### src/rtl/ncr_pkg.sv
// ----------------------------------------------------------------------------
// ncr_pkg
// Shared widths, status codes and defaults of the numeric character
// reference decoder.
// ----------------------------------------------------------------------------
package ncr_pkg;

    localparam int CHAR_W = 16;
    localparam int CODE_W = 16;

    // Code limit that every accumulated code stays below (exclusive bound of the limit test)
    localparam logic [31:0] CODE_MAX_DEFAULT = 32'd65535;

    typedef enum logic [1:0] {
        ST_OK      = 2'd0,
        ST_BAD_HEX = 2'd1,
        ST_BAD_DEC = 2'd2,
        ST_INVALID = 2'd3
    } t_status;

endpackage

### src/rtl/ncr_if.sv
// ----------------------------------------------------------------------------
// ncr_if
// Valid/ready channels of the numeric character reference decoder: one for
// digit characters, one for decoded codes.
// ----------------------------------------------------------------------------
interface ncr_char_if;

    logic                        valid;
    logic                        ready;
    logic [ncr_pkg::CHAR_W-1:0]  char_in;
    logic                        hex_mode;
    logic                        last_char;

    modport source (output valid, output char_in, output hex_mode, output last_char,
                    input ready);
    modport sink   (input valid, input char_in, input hex_mode, input last_char,
                    output ready);

endinterface

interface ncr_code_if;

    logic                        valid;
    logic                        ready;
    logic [ncr_pkg::CODE_W-1:0]  code_value;
    ncr_pkg::t_status            status;

    modport source (output valid, output code_value, output status, input ready);
    modport sink   (input valid, input code_value, input status, output ready);

endinterface

### src/rtl/numeric_char_ref_decoder_core.sv
// ----------------------------------------------------------------------------
// numeric_char_ref_decoder_core
// Decodes the digits of a numeric character reference, one character per
// request, into a code value and a status on the last character.
// ----------------------------------------------------------------------------
//  channel  | dir | modport | payload
//  i_req    | in  | sink    | char_in[15:0], hex_mode, last_char
//  o_res    | out | source  | code_value[15:0], status[1:0]
//
//  One character per cycle unless a stalled result holds a last character:
//  a request is registered, then decoded combinationally against the
//  accumulator; the decode stage holds the reference state. The result
//  register loads once it is free and the last character is in the input
//  register. i_rst_n (synchronous, active low) clears the reference state
//  and both valid flags. A stalled result holds the decode stage only when
//  the next character is a last one; other characters keep flowing.
// ----------------------------------------------------------------------------
module numeric_char_ref_decoder_core #(
    parameter logic [31:0] CODE_MAX = ncr_pkg::CODE_MAX_DEFAULT
) (
    input  logic           i_clk,
    input  logic           i_rst_n,
    ncr_char_if.sink       i_req,
    ncr_code_if.source     o_res
);

    localparam int ACC_W = $clog2(CODE_MAX);
    localparam int EXT_W = ACC_W + 5;

    localparam logic [ncr_pkg::CHAR_W-1:0] CHAR_0    = 16'h0030;
    localparam logic [ncr_pkg::CHAR_W-1:0] CHAR_9    = 16'h0039;
    localparam logic [ncr_pkg::CHAR_W-1:0] CHAR_LC_A = 16'h0061;
    localparam logic [ncr_pkg::CHAR_W-1:0] CHAR_LC_F = 16'h0066;
    localparam logic [ncr_pkg::CHAR_W-1:0] CHAR_UC_A = 16'h0041;
    localparam logic [ncr_pkg::CHAR_W-1:0] CHAR_UC_F = 16'h0046;

    // input register
    logic                        r_in_valid;
    logic [ncr_pkg::CHAR_W-1:0]  r_in_char;
    logic                        r_in_hex;
    logic                        r_in_last;

    // reference state
    logic [ACC_W-1:0]            r_acc;
    logic                        r_hex;
    logic                        r_mid;
    ncr_pkg::t_status            r_err;

    // result register
    logic                        r_out_valid;
    logic [ncr_pkg::CODE_W-1:0]  r_out_code;
    ncr_pkg::t_status            r_out_status;

    logic                        w_out_free;
    logic                        w_adv;
    logic                        w_hex;
    logic [ACC_W-1:0]            w_acc0;
    ncr_pkg::t_status            w_err0;
    logic                        w_dig_ok;
    logic [3:0]                  w_dig;
    logic [EXT_W-1:0]            w_acc_ext;
    logic [EXT_W-1:0]            w_prod;
    logic [EXT_W-1:0]            w_next;
    logic [EXT_W-1:0]            w_test;
    logic                        w_over;
    logic [ACC_W-1:0]            n_acc;
    ncr_pkg::t_status            n_err;
    ncr_pkg::t_status            w_fin_status;
    logic [ncr_pkg::CODE_W-1:0]  w_fin_code;

    assign w_out_free  = !r_out_valid || o_res.ready;
    assign w_adv       = r_in_valid && (!r_in_last || w_out_free);
    assign i_req.ready = !r_in_valid || w_adv;

    assign o_res.valid      = r_out_valid;
    assign o_res.code_value = r_out_code;
    assign o_res.status     = r_out_status;

    // first character of a reference starts from a clean state
    assign w_hex  = r_mid ? r_hex : r_in_hex;
    assign w_acc0 = r_mid ? r_acc : '0;
    assign w_err0 = r_mid ? r_err : ncr_pkg::ST_OK;

    always_comb begin
        w_dig_ok = 1'b0;
        w_dig    = 4'd0;
        if (r_in_char >= CHAR_0 && r_in_char <= CHAR_9) begin
            w_dig_ok = 1'b1;
            w_dig    = 4'(r_in_char - CHAR_0);
        end else if (w_hex && r_in_char >= CHAR_LC_A && r_in_char <= CHAR_LC_F) begin
            w_dig_ok = 1'b1;
            w_dig    = 4'(r_in_char - CHAR_LC_A + 16'd10);
        end else if (w_hex && r_in_char >= CHAR_UC_A && r_in_char <= CHAR_UC_F) begin
            w_dig_ok = 1'b1;
            w_dig    = 4'(r_in_char - CHAR_UC_A + 16'd10);
        end
    end

    // acc >= (CODE_MAX - d) / radix  <=>  acc*radix + radix + d > CODE_MAX
    assign w_acc_ext = EXT_W'(w_acc0);
    assign w_prod    = w_hex ? (w_acc_ext << 4) : ((w_acc_ext << 3) + (w_acc_ext << 1));
    assign w_next    = w_prod + EXT_W'(w_dig);
    assign w_test    = w_next + (w_hex ? EXT_W'(16) : EXT_W'(10));
    assign w_over    = w_test > EXT_W'(CODE_MAX);

    always_comb begin
        n_acc = w_acc0;
        n_err = w_err0;
        if (w_err0 == ncr_pkg::ST_OK) begin
            if (!w_dig_ok) begin
                n_err = w_hex ? ncr_pkg::ST_BAD_HEX : ncr_pkg::ST_BAD_DEC;
            end else if (w_over) begin
                n_err = ncr_pkg::ST_INVALID;
            end else begin
                n_acc = ACC_W'(w_next);
            end
        end
    end

    always_comb begin
        w_fin_status = n_err;
        if (n_err == ncr_pkg::ST_OK && n_acc == '0) begin
            w_fin_status = ncr_pkg::ST_INVALID;
        end
        w_fin_code = (w_fin_status == ncr_pkg::ST_OK) ? ncr_pkg::CODE_W'(n_acc) : '0;
    end

    always_ff @(posedge i_clk) begin
        if (!i_rst_n) begin
            r_in_valid  <= 1'b0;
            r_acc       <= '0;
            r_hex       <= 1'b0;
            r_mid       <= 1'b0;
            r_err       <= ncr_pkg::ST_OK;
            r_out_valid <= 1'b0;
        end else begin
            // capture a new request or drain the input register
            if (i_req.valid && i_req.ready) begin
                r_in_valid <= 1'b1;
                r_in_char  <= i_req.char_in;
                r_in_hex   <= i_req.hex_mode;
                r_in_last  <= i_req.last_char;
            end else if (w_adv) begin
                r_in_valid <= 1'b0;
            end

            if (w_adv) begin
                if (r_in_last) begin
                    r_mid <= 1'b0;
                    r_acc <= '0;
                    r_err <= ncr_pkg::ST_OK;
                end else begin
                    r_mid <= 1'b1;
                    r_hex <= w_hex;
                    r_acc <= n_acc;
                    r_err <= n_err;
                end
            end

            if (w_adv && r_in_last) begin
                r_out_valid  <= 1'b1;
                r_out_code   <= w_fin_code;
                r_out_status <= w_fin_status;
            end else if (o_res.ready) begin
                r_out_valid <= 1'b0;
            end
        end
    end

`ifndef SYNTH
    a_acc_bound: assert property (@(posedge i_clk) disable iff (!i_rst_n)
        33'(r_acc) < 33'(CODE_MAX))
        else $error("accumulator reached the code limit");

    a_idle_clean: assert property (@(posedge i_clk) disable iff (!i_rst_n)
        !r_mid |-> (r_acc == '0 && r_err == ncr_pkg::ST_OK))
        else $error("state left over outside a reference");

    a_err_code_zero: assert property (@(posedge i_clk) disable iff (!i_rst_n)
        (r_out_valid && r_out_status != ncr_pkg::ST_OK) |-> r_out_code == '0)
        else $error("code value set on a failed reference");

    a_no_overwrite: assert property (@(posedge i_clk) disable iff (!i_rst_n)
        (r_out_valid && !o_res.ready) |=> (r_out_valid && $stable(r_out_code)
            && $stable(r_out_status)))
        else $error("pending result lost or changed");
`endif

endmodule

### src/flat_wrapper.sv
// flat-port wrapper written by rule: the top's interface ports become plain ports
module numeric_char_ref_decoder_core_flat 
#(
    parameter logic [31:0] CODE_MAX = ncr_pkg::CODE_MAX_DEFAULT
)
  (i_clk, i_rst_n, i_req_valid, i_req_char_in, i_req_hex_mode, i_req_last_char, i_req_ready, o_res_valid, o_res_code_value, o_res_status, o_res_ready);
  ncr_char_if i_req_i ();
  ncr_code_if o_res_i ();
  input  logic i_clk;
  input  logic i_rst_n;
  input wire logic [$bits(i_req_i.valid)-1:0] i_req_valid;
  input wire logic [$bits(i_req_i.char_in)-1:0] i_req_char_in;
  input wire logic [$bits(i_req_i.hex_mode)-1:0] i_req_hex_mode;
  input wire logic [$bits(i_req_i.last_char)-1:0] i_req_last_char;
  output wire logic [$bits(i_req_i.ready)-1:0] i_req_ready;
  output wire logic [$bits(o_res_i.valid)-1:0] o_res_valid;
  output wire logic [$bits(o_res_i.code_value)-1:0] o_res_code_value;
  output wire logic [$bits(o_res_i.status)-1:0] o_res_status;
  input wire logic [$bits(o_res_i.ready)-1:0] o_res_ready;
  assign i_req_i.valid = i_req_valid;
  assign i_req_i.char_in = i_req_char_in;
  assign i_req_i.hex_mode = i_req_hex_mode;
  assign i_req_i.last_char = i_req_last_char;
  assign i_req_ready = i_req_i.ready;
  assign o_res_valid = o_res_i.valid;
  assign o_res_code_value = o_res_i.code_value;
  assign o_res_status = o_res_i.status;
  assign o_res_i.ready = o_res_ready;
  numeric_char_ref_decoder_core #(.CODE_MAX(CODE_MAX)) u_core (.i_clk(i_clk), .i_rst_n(i_rst_n), .i_req(i_req_i), .o_res(o_res_i));
endmodule
### config.mk
export PLATFORM = sky130hd
export DESIGN_NAME = numeric_char_ref_decoder_core_flat
export DESIGN_NICKNAME = d
export VERILOG_FILES = /design/src/rtl/ncr_pkg.sv /design/src/rtl/ncr_if.sv /design/src/rtl/numeric_char_ref_decoder_core.sv /design/src/flat_wrapper.sv
export SDC_FILE = /design/constraint.sdc
export NUM_CORES = 1
export LEC_CHECK = 0
export BUFFER_PORTS_ARGS = -buffer_cell sky130_fd_sc_hd__buf_2
export CAP_MARGIN = 25
export CORE_ASPECT_RATIO = 1.25
export CORE_MARGIN = 2
export CORE_UTILIZATION = 55
export CTS_CLUSTER_DIAMETER = 60
export DETAILED_ROUTE_END_ITERATION = 10
export PLACE_DENSITY = 0.77
export SYNTH_ARGS = -nofsm -noshare
export SYNTH_HDL_FRONTEND = slang
export SYNTH_SLANG_ARGS = --single-unit
### constraint.sdc
create_clock -name i_clk -period 6.77 [get_ports i_clk]
set_input_delay 1.0155 -clock i_clk [delete_from_list [all_inputs] [get_ports i_clk]]
set_output_delay 1.0155 -clock i_clk [all_outputs]
set_load 0.01 [all_outputs]
==> out/metrics.cfg <==
[grt]
overflow = 0
top_usage_layer = met2
grt_util_met1_pct = 31.4
grt_pass1_vias = 4370
track_usage_pct = 28.2
grt_antenna_before_repair = 0
grt_max_degree = 32
grt_pass1_wl_um = 20200
use_met3_pct = 3.93
use_met2_pct = 49.2

[critical_path]
cp.arrival_ns = 6.23
critPathRequiredTime_ns = 7.03
ff2ff_setup_slack_ns = 0.81
cp-end-kind = flop
regToRegStartpoint = u_core.r_in_char[0]
worstPathMaxFanout = 31
start_kind = flop
setup.worst_path.class = reg2reg
worst-r2r-cell-count = 19
crit-reg2reg-capture = u_core.r_acc[14]

[yosys]
syn_area_um2 = 4640
ys_types = 66
synth_ff_type = edfxtp_1
ys_warn_count = 0
synthesis.nets = 601
synth_area_leaders = edfxtp_1, dfxtp_1, ha_1
async_reset_ff_share_pct = 0
ys_ff_latch = 58
synth_top_area_share_pct = 23.3
post-synth-top-count-cell = nand2_1
yosysSeqAreaShare_pct = 32.8
syn_inst = 552
synth-edff-count = 36
synthTopCellsByCount = nand2_1, nor2_1, edfxtp_1
synth_area_leader_cell = edfxtp_1
syn_avg_cell_area_um2 = 8.40

[layout]
drive_gt1_share_pct = 13.5
syn2layout_area_growth_pct = 10.8
final_area_um2 = 5140
nets = 637
num_antenna_cells = 0
fin_util_pct = 62.7
fillCellCount = 702

[routing]
route.detailed.drc = 0
avgViaCountPerCell = 6.45
wl_per_cell_um = 18.0
vias = 4448
firstDrtPassIters = 5
wl_um = 12500
ant_nets = 0
drtIter0Drc = 396

[clocking]
cts-buffers-inserted = 9
clockBufferDepth = 2
clock_sinks = 58
cts_tree = built
cts_hold_buf = 0
post_cts_resized = 0
post_cts_buffers = 0
cts_root_buffer = clkbuf_8
insertion_delay_ns = 0.35
htreeDepth = 3
path_clk_slew_ns = 0.07

[outcome]
outcome = completed

[placement]
dpl_cell_area_um2 = 4930
place_ws_ns = 0.934
portBuffers = 41
gp_congestion = 0.940
dp.final_hpwl_um = 9430

[floorplan]
placementRows = 37
placeableCoreArea_um2 = 8190
ios = 42
die_h_um = 107
die_area_um2 = 9190
die_x_um = 86.1
start_util_pct = 56.6

[sta]
setup_slack_ns = 0.805
finalHoldViolCount = 0
fin_crit_ns = 5.96
max_freq_mhz = 168
drv_slew = 0
relSlewSlack_pct = 26.6
finalSetupTns_ns = 0
rsz0062_at_grt = no
setup_viol_count_final = 0
worstMarginPinSlew_ns = 1.10
fin_crit_sh_pct = 88.1
skew_ns = 0.0106

[job]
max_cap_viol_count = 0

[hold_path]
hold_class = reg2reg
hold_path_end = u_core.r_err[0]
hold_path_depth = 2
hp-start = u_core.r_err[0]

[power_and_ir_drop]
ir_worst_vdd_mv = 0.154
power.density_nw_per_um2 = 150
total_power_mw = 0.773
p_leak_nw = 2.00

-- worst max-delay path, cell delays in order, from the launching register on --
cell      delay [ns]
edfxtp_1        0.49
inv_1           0.17
ha_1            0.21
o21bai_1        0.07
a211oi_1        0.77
nor3_1          0.11
a21oi_1         0.15
o21ai_0         0.11
ha_1            0.35
a21oi_1         0.12
or4_1           0.67
nor3_1          0.23
a31oi_1         0.06
or4_1           0.42
a2111o_1        0.42
nor3_1          0.27
mux2i_2         0.24
buf_4           0.33
nand3_2         0.35
o31ai_1         0.33
-- layout by cell type, fill, tap and decap left out, types with 3 or more instances in the layout --
cell type and count:
or4_1 4, a21oi_1 23, inv_1 23, nor3_1 20, clkinvlp_4 3, buf_2 41, mux2i_1 7, nand2_1 66
ha_1 25, and4_1 4, a21o_1 13, xnor2_1 9, clkbuf_8 11, nand4_1 7, a31oi_1 20, nor2b_1 5
o211ai_1 8, buf_4 8, o21a_1 19, nand3_1 17, or3_1 3, nand2b_1 7, a32o_1 16, nor2_1 54
a211oi_1 12, and2_1 18, o21ai_0 18, edfxtp_1 36, dfxtp_1 22, nor4_1 8, xor2_1 4, o31ai_1 9
and3_1 10
-- per-stage QoR --
stage	instances	hold WS, ns
after detailed placement	674	0.497
after CTS	690	0.509
after floorplan	552	0.448
after global placement	674	0.481
after global routing	690	0.528
final	690	0.515
-- cell type report --
class | instances | area (um2) | share of cell area [%]
Sequential cell | 58 | 1520 | 29.6
Timing Repair Buffer | 49 | 265 | 5.16
Clock buffer | 11 | 151 | 2.95
Inverter | 24 | 90.1 | 1.75
Multi-Input combinational cell | 446 | 2930 | 57.0
Clock inverter | 5 | 61.3 | 1.19
Tap cell | 97 | 121 | 2.36
-- routing by layer --
layer | wire [um] | part of all wire (%)
met1 | 4890 | 39
met2 | 6180 | 50
met3 | 633 | 5.1
met4 | 741 | 6.0
met5 | 0 | 0
-- worst max-delay path by stage --
| stage | startpoint | to | slack (ns) | cells after the start |
|---|---|---|---|---|
| floorplan | u_core.r_hex | u_core.o_res.code_value[12] | 1.45 | 23 |
| CTS | u_core.r_in_char[0] | u_core.r_acc[14] | 0.88 | 19 |
| global route | u_core.r_in_char[0] | u_core.r_acc[15] | 0.34 | 19 |
| detailed placement | u_core.r_in_char[0] | u_core.r_acc[14] | 0.93 | 19 |
| finish | u_core.r_in_char[0] | u_core.r_acc[14] | 0.81 | 19 |
| global placement | u_core.r_in_char[0] | u_core.o_res.code_value[3] | 1.12 | 19 |
-- flip-flops by register name (all words and copies together), names as in the netlist --
register                 count
u_core.r_err                 2
u_core.o_res.code_value     16
u_core.o_res.status          2
u_core.r_in_valid            1
u_core.r_mid                 1
u_core.r_in_last             1
u_core.r_in_char            16
u_core.r_in_hex              1
u_core.r_acc                16
u_core.o_res.valid           1
u_core.r_hex                 1
-- logic make-up after synthesis --
logic type / synth area share [%]
flops: 32.8
compound gates: 25.6
buf+inv: 4.21
xor+xnor: 2.46
mux: 2.19
simple gates: 25.1
fa+ha+maj: 7.61
-- where the power goes --
group	leakage (nW)	switching (mW)	internal (mW)
sequential	0.534	0.00581	0.382
clock	0.0982	0.150	0.191
combinational	1.37	0.0287	0.0157
No activity file was read; power rests on OpenSTA's default activity.
